### config.mk
export PLATFORM = sky130hd
export DESIGN_NAME = sha256_message_hasher_top_flat
export DESIGN_NICKNAME = d
export VERILOG_FILES = /design/src/rtl/shamh_pkg.sv /design/src/rtl/shamh_stream_if.sv /design/src/rtl/shamh_schedule.sv /design/src/rtl/shamh_round.sv /design/src/rtl/sha256_message_hasher_top.sv /design/src/flat_wrapper.sv
export VERILOG_INCLUDE_DIRS = /design/src /design/src/rtl
export SDC_FILE = /design/constraint.sdc
export NUM_CORES = 2
export LEC_CHECK = 0
export BUFFER_PORTS_ARGS = -buffer_cell sky130_fd_sc_hd__buf_2
export CAP_MARGIN = 40
export CORE_MARGIN = 2
export CORE_UTILIZATION = 45
export DETAILED_ROUTE_END_ITERATION = 12
export HOLD_SLACK_MARGIN = 0.1
export MAX_ROUTING_LAYER = met4
export PLACE_DENSITY = 0.56
export SYNTH_ARGS = -nofsm -noshare
export SYNTH_HDL_FRONTEND = slang
export SYNTH_SLANG_ARGS = --single-unit
### constraint.sdc
create_clock -name clock -period 20.2 [get_ports clock]
set_clock_uncertainty 0.2 [all_clocks]
set_input_delay 2.02 -clock clock [delete_from_list [all_inputs] [get_ports clock]]
set_output_delay 2.02 -clock clock [all_outputs]
set_load 0.005 [all_outputs]
### src/rtl/sha256_message_hasher_top_macros.svh
// Assertion macros shared by the hasher RTL.
`ifndef SHA256_MESSAGE_HASHER_TOP_MACROS_SVH
`define SHA256_MESSAGE_HASHER_TOP_MACROS_SVH

// Same-cycle implication, sampled on the block clock and disabled during reset.
`define SHAMH_ASSERT_IMP(label, ante, cons, msg) \
   label: assert property (@(posedge clock) disable iff (reset) (ante) |-> (cons)) \
      else $error(msg);

// Next-cycle implication, sampled on the block clock and disabled during reset.
`define SHAMH_ASSERT_NXT(label, ante, cons, msg) \
   label: assert property (@(posedge clock) disable iff (reset) (ante) |=> (cons)) \
      else $error(msg);

`endif

### src/rtl/shamh_pkg.sv
// Shared types, constants and helper functions of the SHA-256 message hasher.
package shamh_pkg;

   localparam int unsigned ROUNDS = 64;
   localparam logic [5:0] LAST_ROUND = 6'(ROUNDS - 1);
   localparam logic [5:0] LAST_BYTE_POS = 6'd63;
   localparam logic [5:0] LEN_FIELD_POS = 6'd56;
   localparam logic [2:0] LAST_WORD_INDEX = 3'd7;
   localparam logic [7:0] PAD_MARK_BYTE = 8'h80;

   localparam logic [31:0] ROUND_K [ROUNDS] = '{
      32'h428a2f98, 32'h71374491, 32'hb5c0fbcf, 32'he9b5dba5,
      32'h3956c25b, 32'h59f111f1, 32'h923f82a4, 32'hab1c5ed5,
      32'hd807aa98, 32'h12835b01, 32'h243185be, 32'h550c7dc3,
      32'h72be5d74, 32'h80deb1fe, 32'h9bdc06a7, 32'hc19bf174,
      32'he49b69c1, 32'hefbe4786, 32'h0fc19dc6, 32'h240ca1cc,
      32'h2de92c6f, 32'h4a7484aa, 32'h5cb0a9dc, 32'h76f988da,
      32'h983e5152, 32'ha831c66d, 32'hb00327c8, 32'hbf597fc7,
      32'hc6e00bf3, 32'hd5a79147, 32'h06ca6351, 32'h14292967,
      32'h27b70a85, 32'h2e1b2138, 32'h4d2c6dfc, 32'h53380d13,
      32'h650a7354, 32'h766a0abb, 32'h81c2c92e, 32'h92722c85,
      32'ha2bfe8a1, 32'ha81a664b, 32'hc24b8b70, 32'hc76c51a3,
      32'hd192e819, 32'hd6990624, 32'hf40e3585, 32'h106aa070,
      32'h19a4c116, 32'h1e376c08, 32'h2748774c, 32'h34b0bcb5,
      32'h391c0cb3, 32'h4ed8aa4a, 32'h5b9cca4f, 32'h682e6ff3,
      32'h748f82ee, 32'h78a5636f, 32'h84c87814, 32'h8cc70208,
      32'h90befffa, 32'ha4506ceb, 32'hbef9a3f7, 32'hc67178f2
   };

   localparam logic [31:0] INIT_H [8] = '{
      32'h6a09e667, 32'hbb67ae85, 32'h3c6ef372, 32'ha54ff53a,
      32'h510e527f, 32'h9b05688c, 32'h1f83d9ab, 32'h5be0cd19
   };

   typedef enum logic [2:0] {
      ST_IDLE,
      ST_ROUND,
      ST_ADD,
      ST_PAD,
      ST_PAD_LEN,
      ST_OUT
   } state_type;

   // Commands to the block buffer and message schedule.
   typedef struct packed {
      logic       write_byte;
      logic       pad_mark;
      logic       pad_clear;
      logic       pad_len;
      logic       shift;
      logic [5:0] byte_pos;
      logic [7:0] byte_data;
   } sched_ctrl_type;

   // Commands to the round unit and chaining value.
   typedef struct packed {
      logic       load;
      logic       step;
      logic       add;
      logic       out_shift;
      logic [5:0] round;
      logic [2:0] out_index;
   } round_ctrl_type;

   function automatic logic [31:0] rotr(input logic [31:0] x, input int unsigned n);
      return (x >> n) | (x << (32 - n));
   endfunction

   function automatic logic [31:0] big_sigma0(input logic [31:0] x);
      return rotr(x, 2) ^ rotr(x, 13) ^ rotr(x, 22);
   endfunction

   function automatic logic [31:0] big_sigma1(input logic [31:0] x);
      return rotr(x, 6) ^ rotr(x, 11) ^ rotr(x, 25);
   endfunction

   function automatic logic [31:0] small_sigma0(input logic [31:0] x);
      return rotr(x, 7) ^ rotr(x, 18) ^ (x >> 3);
   endfunction

   function automatic logic [31:0] small_sigma1(input logic [31:0] x);
      return rotr(x, 17) ^ rotr(x, 19) ^ (x >> 10);
   endfunction

endpackage

### src/rtl/shamh_stream_if.sv
// Valid/ready channel interfaces for message bytes and digest words.
interface shamh_req_if;
   logic       valid;
   logic       ready;
   logic [7:0] data_byte;
   logic       byte_valid;
   logic       last;

   modport source (output valid, output data_byte, output byte_valid, output last,
                   input ready);
   modport sink (input valid, input data_byte, input byte_valid, input last,
                 output ready);
endinterface

interface shamh_rsp_if;
   logic        valid;
   logic        ready;
   logic [31:0] digest_word;
   logic [2:0]  word_index;
   logic        last_word;

   modport source (output valid, output digest_word, output word_index, output last_word,
                   input ready);
   modport sink (input valid, input digest_word, input word_index, input last_word,
                 output ready);
endinterface

### src/rtl/shamh_schedule.sv
// Block buffer that doubles as the sliding message schedule window.
module shamh_schedule (
   input  logic                     clock,
   input  shamh_pkg::sched_ctrl_type ctrl,
   input  logic [63:0]              msg_bits,
   output logic [31:0]              w_word
);
   import shamh_pkg::*;

   logic [31:0] win_ff [16];
   logic [31:0] win_in [16];
   logic [31:0] next_word;
   logic [3:0]  word_sel;
   logic [1:0]  lane_sel;
   logic [4:0]  lane_base;

   assign word_sel  = ctrl.byte_pos[5:2];
   assign lane_sel  = ctrl.byte_pos[1:0];
   // Lane zero is the most significant byte, as the words are big-endian.
   assign lane_base = {~lane_sel, 3'b000};
   assign next_word = small_sigma1(win_ff[14]) + win_ff[9] + small_sigma0(win_ff[1]) + win_ff[0];
   assign w_word    = win_ff[0];

   always_comb begin
      win_in = win_ff;
      if (ctrl.shift) begin
         for (int j = 0; j < 15; j++) begin
            win_in[j] = win_ff[j + 1];
         end
         win_in[15] = next_word;
      end else if (ctrl.write_byte) begin
         win_in[word_sel][lane_base +: 8] = ctrl.byte_data;
      end else if (ctrl.pad_mark || ctrl.pad_clear) begin
         // Words past the mark are cleared; the marked word keeps its leading bytes.
         for (int j = 0; j < 16; j++) begin
            if (ctrl.pad_clear || (4'(j) > word_sel)) begin
               win_in[j] = '0;
            end else if (4'(j) == word_sel) begin
               for (int l = 0; l < 4; l++) begin
                  if (2'(l) == lane_sel) begin
                     win_in[j][(3 - l) * 8 +: 8] = PAD_MARK_BYTE;
                  end else if (2'(l) > lane_sel) begin
                     win_in[j][(3 - l) * 8 +: 8] = '0;
                  end
               end
            end
         end
         if (ctrl.pad_len) begin
            win_in[14] = msg_bits[63:32];
            win_in[15] = msg_bits[31:0];
         end
      end
   end

   always_ff @(posedge clock) begin
      win_ff <= win_in;
   end

endmodule

### src/rtl/shamh_round.sv
// Shared SHA-256 round unit with the working variables and chaining value.
module shamh_round (
   input  logic                     clock,
   input  logic                     reset,
   input  shamh_pkg::round_ctrl_type ctrl,
   input  logic [31:0]              w_word,
   output logic [31:0]              digest_word
);
   import shamh_pkg::*;

   logic [31:0] v_ff [8];
   logic [31:0] v_in [8];
   logic [31:0] chain_ff [8];
   logic [31:0] chain_in [8];
   logic [31:0] t1;
   logic [31:0] t2;
   logic [31:0] ch;
   logic [31:0] maj;

   assign ch  = (v_ff[4] & v_ff[5]) ^ (~v_ff[4] & v_ff[6]);
   assign maj = (v_ff[0] & v_ff[1]) ^ (v_ff[0] & v_ff[2]) ^ (v_ff[1] & v_ff[2]);
   assign t1  = v_ff[7] + big_sigma1(v_ff[4]) + ch + ROUND_K[ctrl.round] + w_word;
   assign t2  = big_sigma0(v_ff[0]) + maj;
   assign digest_word = chain_ff[0];

   always_comb begin
      v_in = v_ff;
      if (ctrl.load) begin
         v_in = chain_ff;
      end else if (ctrl.step) begin
         v_in[7] = v_ff[6];
         v_in[6] = v_ff[5];
         v_in[5] = v_ff[4];
         v_in[4] = v_ff[3] + t1;
         v_in[3] = v_ff[2];
         v_in[2] = v_ff[1];
         v_in[1] = v_ff[0];
         v_in[0] = t1 + t2;
      end
   end

   always_comb begin
      chain_in = chain_ff;
      if (ctrl.add) begin
         for (int i = 0; i < 8; i++) begin
            chain_in[i] = chain_ff[i] + v_ff[i];
         end
      end else if (ctrl.out_shift) begin
         // After eight shifts the initial hash values are back in place.
         for (int i = 0; i < 7; i++) begin
            chain_in[i] = chain_ff[i + 1];
         end
         chain_in[7] = INIT_H[ctrl.out_index];
      end
   end

   always_ff @(posedge clock) begin
      v_ff <= v_in;
   end

   always_ff @(posedge clock) begin
      if (reset) begin
         chain_ff <= INIT_H;
      end else begin
         chain_ff <= chain_in;
      end
   end

endmodule

### src/rtl/sha256_message_hasher_top.sv
// Top level of the SHA-256 message hasher: sequencer, byte count and channels.
// Bytes are taken only while idle; every 64th byte fills a block, which runs 64 rounds
// through the shared round unit and is then folded into the chaining value.
// A last transaction adds a padding step and a compression, twice when the length field
// needs an extra block, then eight digest transactions, one per cycle while the receiver is ready.
// Synchronous active-high reset restores the initial hash value and clears the byte count.
`include "sha256_message_hasher_top_macros.svh"

module sha256_message_hasher_top (
   input  logic     clock,
   input  logic     reset,
   shamh_req_if.sink   req_chan,
   shamh_rsp_if.source rsp_chan
);
   import shamh_pkg::*;

   state_type      state_ff;
   state_type      state_in;
   // Where the sequencer goes once the current block has been folded into the chain.
   state_type      post_ff;
   state_type      post_in;
   logic [60:0]    count_ff;
   logic [60:0]    count_in;
   logic [5:0]     round_ff;
   logic [5:0]     round_in;
   logic [2:0]     out_idx_ff;
   logic [2:0]     out_idx_in;
   logic           req_accept;
   logic           rsp_accept;
   logic [5:0]     byte_pos;
   logic [63:0]    msg_bits;
   logic [31:0]    w_word;
   logic [31:0]    digest_word;
   sched_ctrl_type sched_ctrl;
   round_ctrl_type round_ctrl;

   // The block takes bytes only while idle; all other work runs to completion first.
   assign req_chan.ready = (state_ff == ST_IDLE);
   assign req_accept     = req_chan.valid && req_chan.ready;

   // Digest words come straight from the chaining registers, which act as the output
   // register: the word at the head moves out as each transaction completes.
   assign rsp_chan.valid       = (state_ff == ST_OUT);
   assign rsp_chan.digest_word = digest_word;
   assign rsp_chan.word_index  = out_idx_ff;
   assign rsp_chan.last_word   = (out_idx_ff == LAST_WORD_INDEX);
   assign rsp_accept           = rsp_chan.valid && rsp_chan.ready;

   // Position of the next byte in the block, and the message length in bits.
   assign byte_pos = count_ff[5:0];
   assign msg_bits = {count_ff, 3'b000};

   always_ff @(posedge clock) begin
      if (reset) begin
         state_ff   <= ST_IDLE;
         post_ff    <= ST_IDLE;
         count_ff   <= '0;
         round_ff   <= '0;
         out_idx_ff <= '0;
      end else begin
         state_ff   <= state_in;
         post_ff    <= post_in;
         count_ff   <= count_in;
         round_ff   <= round_in;
         out_idx_ff <= out_idx_in;
      end
   end

   always_comb begin
      state_in   = state_ff;
      post_in    = post_ff;
      count_in   = count_ff;
      round_in   = round_ff;
      out_idx_in = out_idx_ff;

      sched_ctrl           = '0;
      sched_ctrl.byte_pos  = byte_pos;
      sched_ctrl.byte_data = req_chan.data_byte;

      round_ctrl           = '0;
      round_ctrl.round     = round_ff;
      round_ctrl.out_index = out_idx_ff;

      unique case (state_ff)
         ST_IDLE: begin
            if (req_accept) begin
               if (req_chan.byte_valid) begin
                  sched_ctrl.write_byte = 1'b1;
                  count_in              = count_ff + 61'd1;
                  if (byte_pos == LAST_BYTE_POS) begin
                     // The block is full: compress it before any padding.
                     round_ctrl.load = 1'b1;
                     round_in        = '0;
                     post_in         = req_chan.last ? ST_PAD : ST_IDLE;
                     state_in        = ST_ROUND;
                  end else if (req_chan.last) begin
                     state_in = ST_PAD;
                  end
               end else if (req_chan.last) begin
                  state_in = ST_PAD;
               end
            end
         end
         ST_ROUND: begin
            round_ctrl.step  = 1'b1;
            sched_ctrl.shift = 1'b1;
            round_in         = round_ff + 6'd1;
            if (round_ff == LAST_ROUND) begin
               state_in = ST_ADD;
            end
         end
         ST_ADD: begin
            round_ctrl.add = 1'b1;
            state_in       = post_ff;
            if (post_ff == ST_OUT) begin
               // The message is done: the next one starts from a zero count.
               count_in   = '0;
               out_idx_in = '0;
            end
         end
         ST_PAD: begin
            // Mark the end of the message; the length goes in this block only if it fits.
            sched_ctrl.pad_mark = 1'b1;
            sched_ctrl.pad_len  = (byte_pos < LEN_FIELD_POS);
            round_ctrl.load     = 1'b1;
            round_in            = '0;
            post_in             = (byte_pos < LEN_FIELD_POS) ? ST_OUT : ST_PAD_LEN;
            state_in            = ST_ROUND;
         end
         ST_PAD_LEN: begin
            // Extra block of zeros that carries only the length field.
            sched_ctrl.pad_clear = 1'b1;
            sched_ctrl.pad_len   = 1'b1;
            round_ctrl.load      = 1'b1;
            round_in             = '0;
            post_in              = ST_OUT;
            state_in             = ST_ROUND;
         end
         ST_OUT: begin
            if (rsp_accept) begin
               round_ctrl.out_shift = 1'b1;
               out_idx_in           = out_idx_ff + 3'd1;
               if (out_idx_ff == LAST_WORD_INDEX) begin
                  state_in = ST_IDLE;
               end
            end
         end
         default: begin
            state_in = ST_IDLE;
         end
      endcase
   end

   shamh_schedule u_schedule (
      .clock    (clock),
      .ctrl     (sched_ctrl),
      .msg_bits (msg_bits),
      .w_word   (w_word)
   );

   shamh_round u_round (
      .clock       (clock),
      .reset       (reset),
      .ctrl        (round_ctrl),
      .w_word      (w_word),
      .digest_word (digest_word)
   );

   // Bytes are never taken while digest words are being delivered.
   `SHAMH_ASSERT_IMP(a_no_overlap, req_chan.ready, !rsp_chan.valid, "byte taken during output")
   // Digest words leave in order without gaps in the index.
   `SHAMH_ASSERT_NXT(a_index_step, rsp_accept && !rsp_chan.last_word,
      rsp_chan.valid && (rsp_chan.word_index == $past(out_idx_ff) + 3'd1),
      "digest word index skipped")
   // The block is ready for the next message right after the final digest word.
   `SHAMH_ASSERT_NXT(a_ready_after, rsp_accept && rsp_chan.last_word, req_chan.ready,
      "not idle after final digest word")
   // The last round always leads to the chaining update.
   `SHAMH_ASSERT_NXT(a_round_end, (state_ff == ST_ROUND) && (round_ff == LAST_ROUND),
      state_ff == ST_ADD, "compression did not end after the last round")

endmodule

### src/flat_wrapper.sv
// flat-port wrapper written by rule: the top's interface ports become plain ports
module sha256_message_hasher_top_flat import shamh_pkg::*;
  (clock, reset, req_chan_valid, req_chan_data_byte, req_chan_byte_valid, req_chan_last, req_chan_ready, rsp_chan_valid, rsp_chan_digest_word, rsp_chan_word_index, rsp_chan_last_word, rsp_chan_ready);
  shamh_req_if req_chan_i ();
  shamh_rsp_if rsp_chan_i ();
  input  logic clock;
  input  logic reset;
  input wire logic [$bits(req_chan_i.valid)-1:0] req_chan_valid;
  input wire logic [$bits(req_chan_i.data_byte)-1:0] req_chan_data_byte;
  input wire logic [$bits(req_chan_i.byte_valid)-1:0] req_chan_byte_valid;
  input wire logic [$bits(req_chan_i.last)-1:0] req_chan_last;
  output wire logic [$bits(req_chan_i.ready)-1:0] req_chan_ready;
  output wire logic [$bits(rsp_chan_i.valid)-1:0] rsp_chan_valid;
  output wire logic [$bits(rsp_chan_i.digest_word)-1:0] rsp_chan_digest_word;
  output wire logic [$bits(rsp_chan_i.word_index)-1:0] rsp_chan_word_index;
  output wire logic [$bits(rsp_chan_i.last_word)-1:0] rsp_chan_last_word;
  input wire logic [$bits(rsp_chan_i.ready)-1:0] rsp_chan_ready;
  assign req_chan_i.valid = req_chan_valid;
  assign req_chan_i.data_byte = req_chan_data_byte;
  assign req_chan_i.byte_valid = req_chan_byte_valid;
  assign req_chan_i.last = req_chan_last;
  assign req_chan_ready = req_chan_i.ready;
  assign rsp_chan_valid = rsp_chan_i.valid;
  assign rsp_chan_digest_word = rsp_chan_i.digest_word;
  assign rsp_chan_word_index = rsp_chan_i.word_index;
  assign rsp_chan_last_word = rsp_chan_i.last_word;
  assign rsp_chan_i.ready = rsp_chan_ready;
  sha256_message_hasher_top u_core (.clock(clock), .reset(reset), .req_chan(req_chan_i), .rsp_chan(rsp_chan_i));
endmodule
==> results.md <==
* Worst r2r src: u_core.round_ff[0]$_SDFFE_PP0P_
* Post-synthesis register bit count at around 1,100
* CP Class: reg -> reg
* Largest net degree at the start of global routing at 169
* RSZ-0062 raised after global routing: no
* First-pass GRT wire length at 419,000 um
* Layout cells sized above 1 at 0.0922
* Maximum root-to-sink buffer count at 3
* Root Driver: clkbuf_16
* Total GRT Usage at 0.341
* Status: complete, no violations
* Num ports at 52
* # fillers at around 16,000
* Max-cap viol count at 0
* Fin nets at 8,512
* R2r endpoint: u_core.u_round.v_ff[254]$_DFFE_PP_
* Yosys warns at 0
* Worst setup EP type: register
* Post-cts sizing count at 0
* Critical path launch point type: register
* Synthesized area per cell at 9.43 um^2
* Fmax at 0.0964 GHz
* Die Area at 171,000 um^2
* Starting density of the core at 0.453
* Max Slew Vio Count at 0
* Initial antenna violation count at 7
* Cts hold-fix bufs at 0
* Arr. time, crit path at 10.83 ns
* Most frequent cells in the layout: nand2_1, o21ai_0, edfxtp_1, a21oi_1, inv_1
* Hold path start: u_core.u_round.digest_word[0]$_SDFFE_PP1P_
* Non-Filler Instances at 10,200
* Area growth, synth to finish at 10.2%
* Total gr overflow at 0
* Post-Route WL at approximately 290,000 um
* Largest fanout on the critical path at 35
* Relative slew slack at 0.189
* Port bufs at slightly above 50
* CP max stage delay at 0.74 ns
* Die Wd at 414 um
* Crit-path most repeated cell: inv_1
* H-Tree Level Count at 4
* Wire length per cell at ~28 um
* Via count at 63,800
* Pre-CTS WS at 10.04 ns
* Routed Antenna Nets at 0
* Post-Synthesis Cell Area at 75,600 um^2
* Final worst-path cycle share at 0.513
* Die Y at approximately 410 um
* Commonest non-fill, non-tap cell in the layout: nand2_1
* Placed insts at 9,964
* Post-DP HPWL at around 220,000 um
* Final Hold Viols at 0
* Core area at 167,000 um^2
* DR DRC count at 0
* Row cnt at 150
* Num Clock Sinks at 1,100
* Sequential share of the synthesized area at 0.393
* Synth Net Count at 8,631
* Final setup fails at 0
* CTS tree: yes
* CTS clk-pin slew, worst paths at 0.06 ns
* Tightest Pin Transition at around 1.2 ns
* HP Class: reg -> reg
* Worst r2r path cells at 37
* Clk Latency, worst-skew pair at 0.84 ns
* Critical Path RT at between 20 and 25 ns
* Period minus WS final at 10.37 ns
* Buffer count from post-CTS setup fixing at 0
* Async S/R FF share, synth at 0
* Synth unique cells at 111
* Worst path slowest cell: ha_1
* Post-synth EDFFs at between 700 and 800
* DR vias/cell at 6.24
* Final GP Congestion at 1.01
* Worst setup path start: u_core.round_ff[0]$_SDFFE_PP0P_
* Setup TNS at 0 ns
* Worst setup endpoint: u_core.u_round.v_ff[254]$_DFFE_PP_
* DR pass1 iterations at 6
* Gate Count Post-Synth at 8,017
* Most used DFF post-synth: edfxtp_1
* Worst reg-to-reg setup slack at 9.83 ns
* Cts bufs inserted at around 140
* Iter 0 DRT Violations at 6,473
* Final worst setup slack at 9.83 ns
* Vias in the first global route at 61,700
==> layout make-up <==
type / count / area [um^2] / area share
multi-input cells: 6017 / 42400 / 0.509
flip-flops and latches: 1100 / 29700 / 0.357
clock buffers: 172 / 3680 / 0.0442
well taps: 2204 / 2760 / 0.0331
repair buffers: 226 / 2050 / 0.0246
inverters: 418 / 1570 / 0.0188
clock inverters: 78 / 1130 / 0.0135
diodes: 3 / 7.51 / 0.0000901
==> worst min path at each step <==
stage / to / cells past startpoint
floorplan: u_core.u_round.chain_ff[32]$_SDFFE_PP1P_ / 2
detailed placement: u_core.u_round.digest_word[0]$_SDFFE_PP1P_ / 2
finish: u_core.u_round.digest_word[0]$_SDFFE_PP1P_ / 2
CTS: u_core.u_round.digest_word[0]$_SDFFE_PP1P_ / 2
global route: u_core.u_round.digest_word[0]$_SDFFE_PP1P_ / 2
global placement: u_core.u_round.digest_word[0]$_SDFFE_PP1P_ / 2
==> critical path: cells and delay by family (launching register included) <==
| kind | cells | cell delay [ns] |
|---|---|---|
| AOI/OAI and AO/OA | 16 | 3.62 |
| xor gates and xnor gates | 1 | 0.28 |
| DFF | 1 | 0.31 |
| adders and majority gates | 7 | 3.21 |
| and+or+nand+nor | 6 | 1.09 |
| buffers and inverters | 7 | 1.48 |
==> Yosys cell counts (47+ instances only) <==
cell type / number / area share
dfxtp_1: 332 / 0.088
nor3_1: 109 / 0.0072
xnor2_1: 370 / 0.043
nand2_1: 1026 / 0.051
a22oi_1: 116 / 0.012
ha_1: 405 / 0.067
nor2b_1: 63 / 0.0052
a221oi_1: 138 / 0.016
o21ai_0: 887 / 0.059
edfxtp_1: 768 / 0.30
xor2_1: 230 / 0.027
a21o_1: 165 / 0.016
mux2_2: 200 / 0.030
a211oi_1: 79 / 0.0078
clkbuf_1: 380 / 0.019
fa_1: 195 / 0.052
nand2b_1: 74 / 0.0061
o221ai_1: 59 / 0.0068
mux2i_1: 67 / 0.0089
and3_1: 63 / 0.0052
a21oi_1: 490 / 0.032
or3_1: 47 / 0.0039
nand3_1: 125 / 0.0083
o211ai_1: 62 / 0.0062
o21a_1: 53 / 0.0053
nor2_1: 385 / 0.019
inv_1: 413 / 0.020
o21bai_1: 51 / 0.0051
==> registers in the layout, summed over array words and instances, names as in the netlist <==
register / flops
u_core.count_ff: 61
u_core.post_ff: 3
u_core.round_ff: 6
u_core.rsp_chan.word_index: 3
u_core.state_ff: 3
u_core.u_round.chain_ff: 224
u_core.u_round.digest_word: 32
u_core.u_round.v_ff: 256
u_core.u_schedule.w_word: 32
u_core.u_schedule.win_ff: 480
==> metrics by stage <==
step	hold slack (ns)	util	instance area, um^2
2_1_floorplan	0.248	-	75600
3_3_place_gp	0.281	0.465	77700
3_5_place_dp	0.274	0.470	78500
4_1_cts	0.284	0.499	83300
5_1_grt	0.307	0.499	83300
6_report	0.278	0.499	83300
==> layer usage <==
metal  vias to the layer above  wire, um  track usage
li1                      28900         -            -
met1                     31500    115000        0.408
met2                      2587    138000        0.556
met3                       734     18700       0.0520
met4                         0     17600        0.177
met5                         -         0            -
==> kinds of logic after synthesis <==
family,share of synthesized area
buf+inv,0.0474
fa+ha+maj,0.119
xor+xnor,0.0695
compound gates,0.209
mux,0.0406
simple gates,0.122
flops,0.393
Power is not shown: default switching activity piles up to over one toggle a cycle in this logic, so the estimate is an artifact.
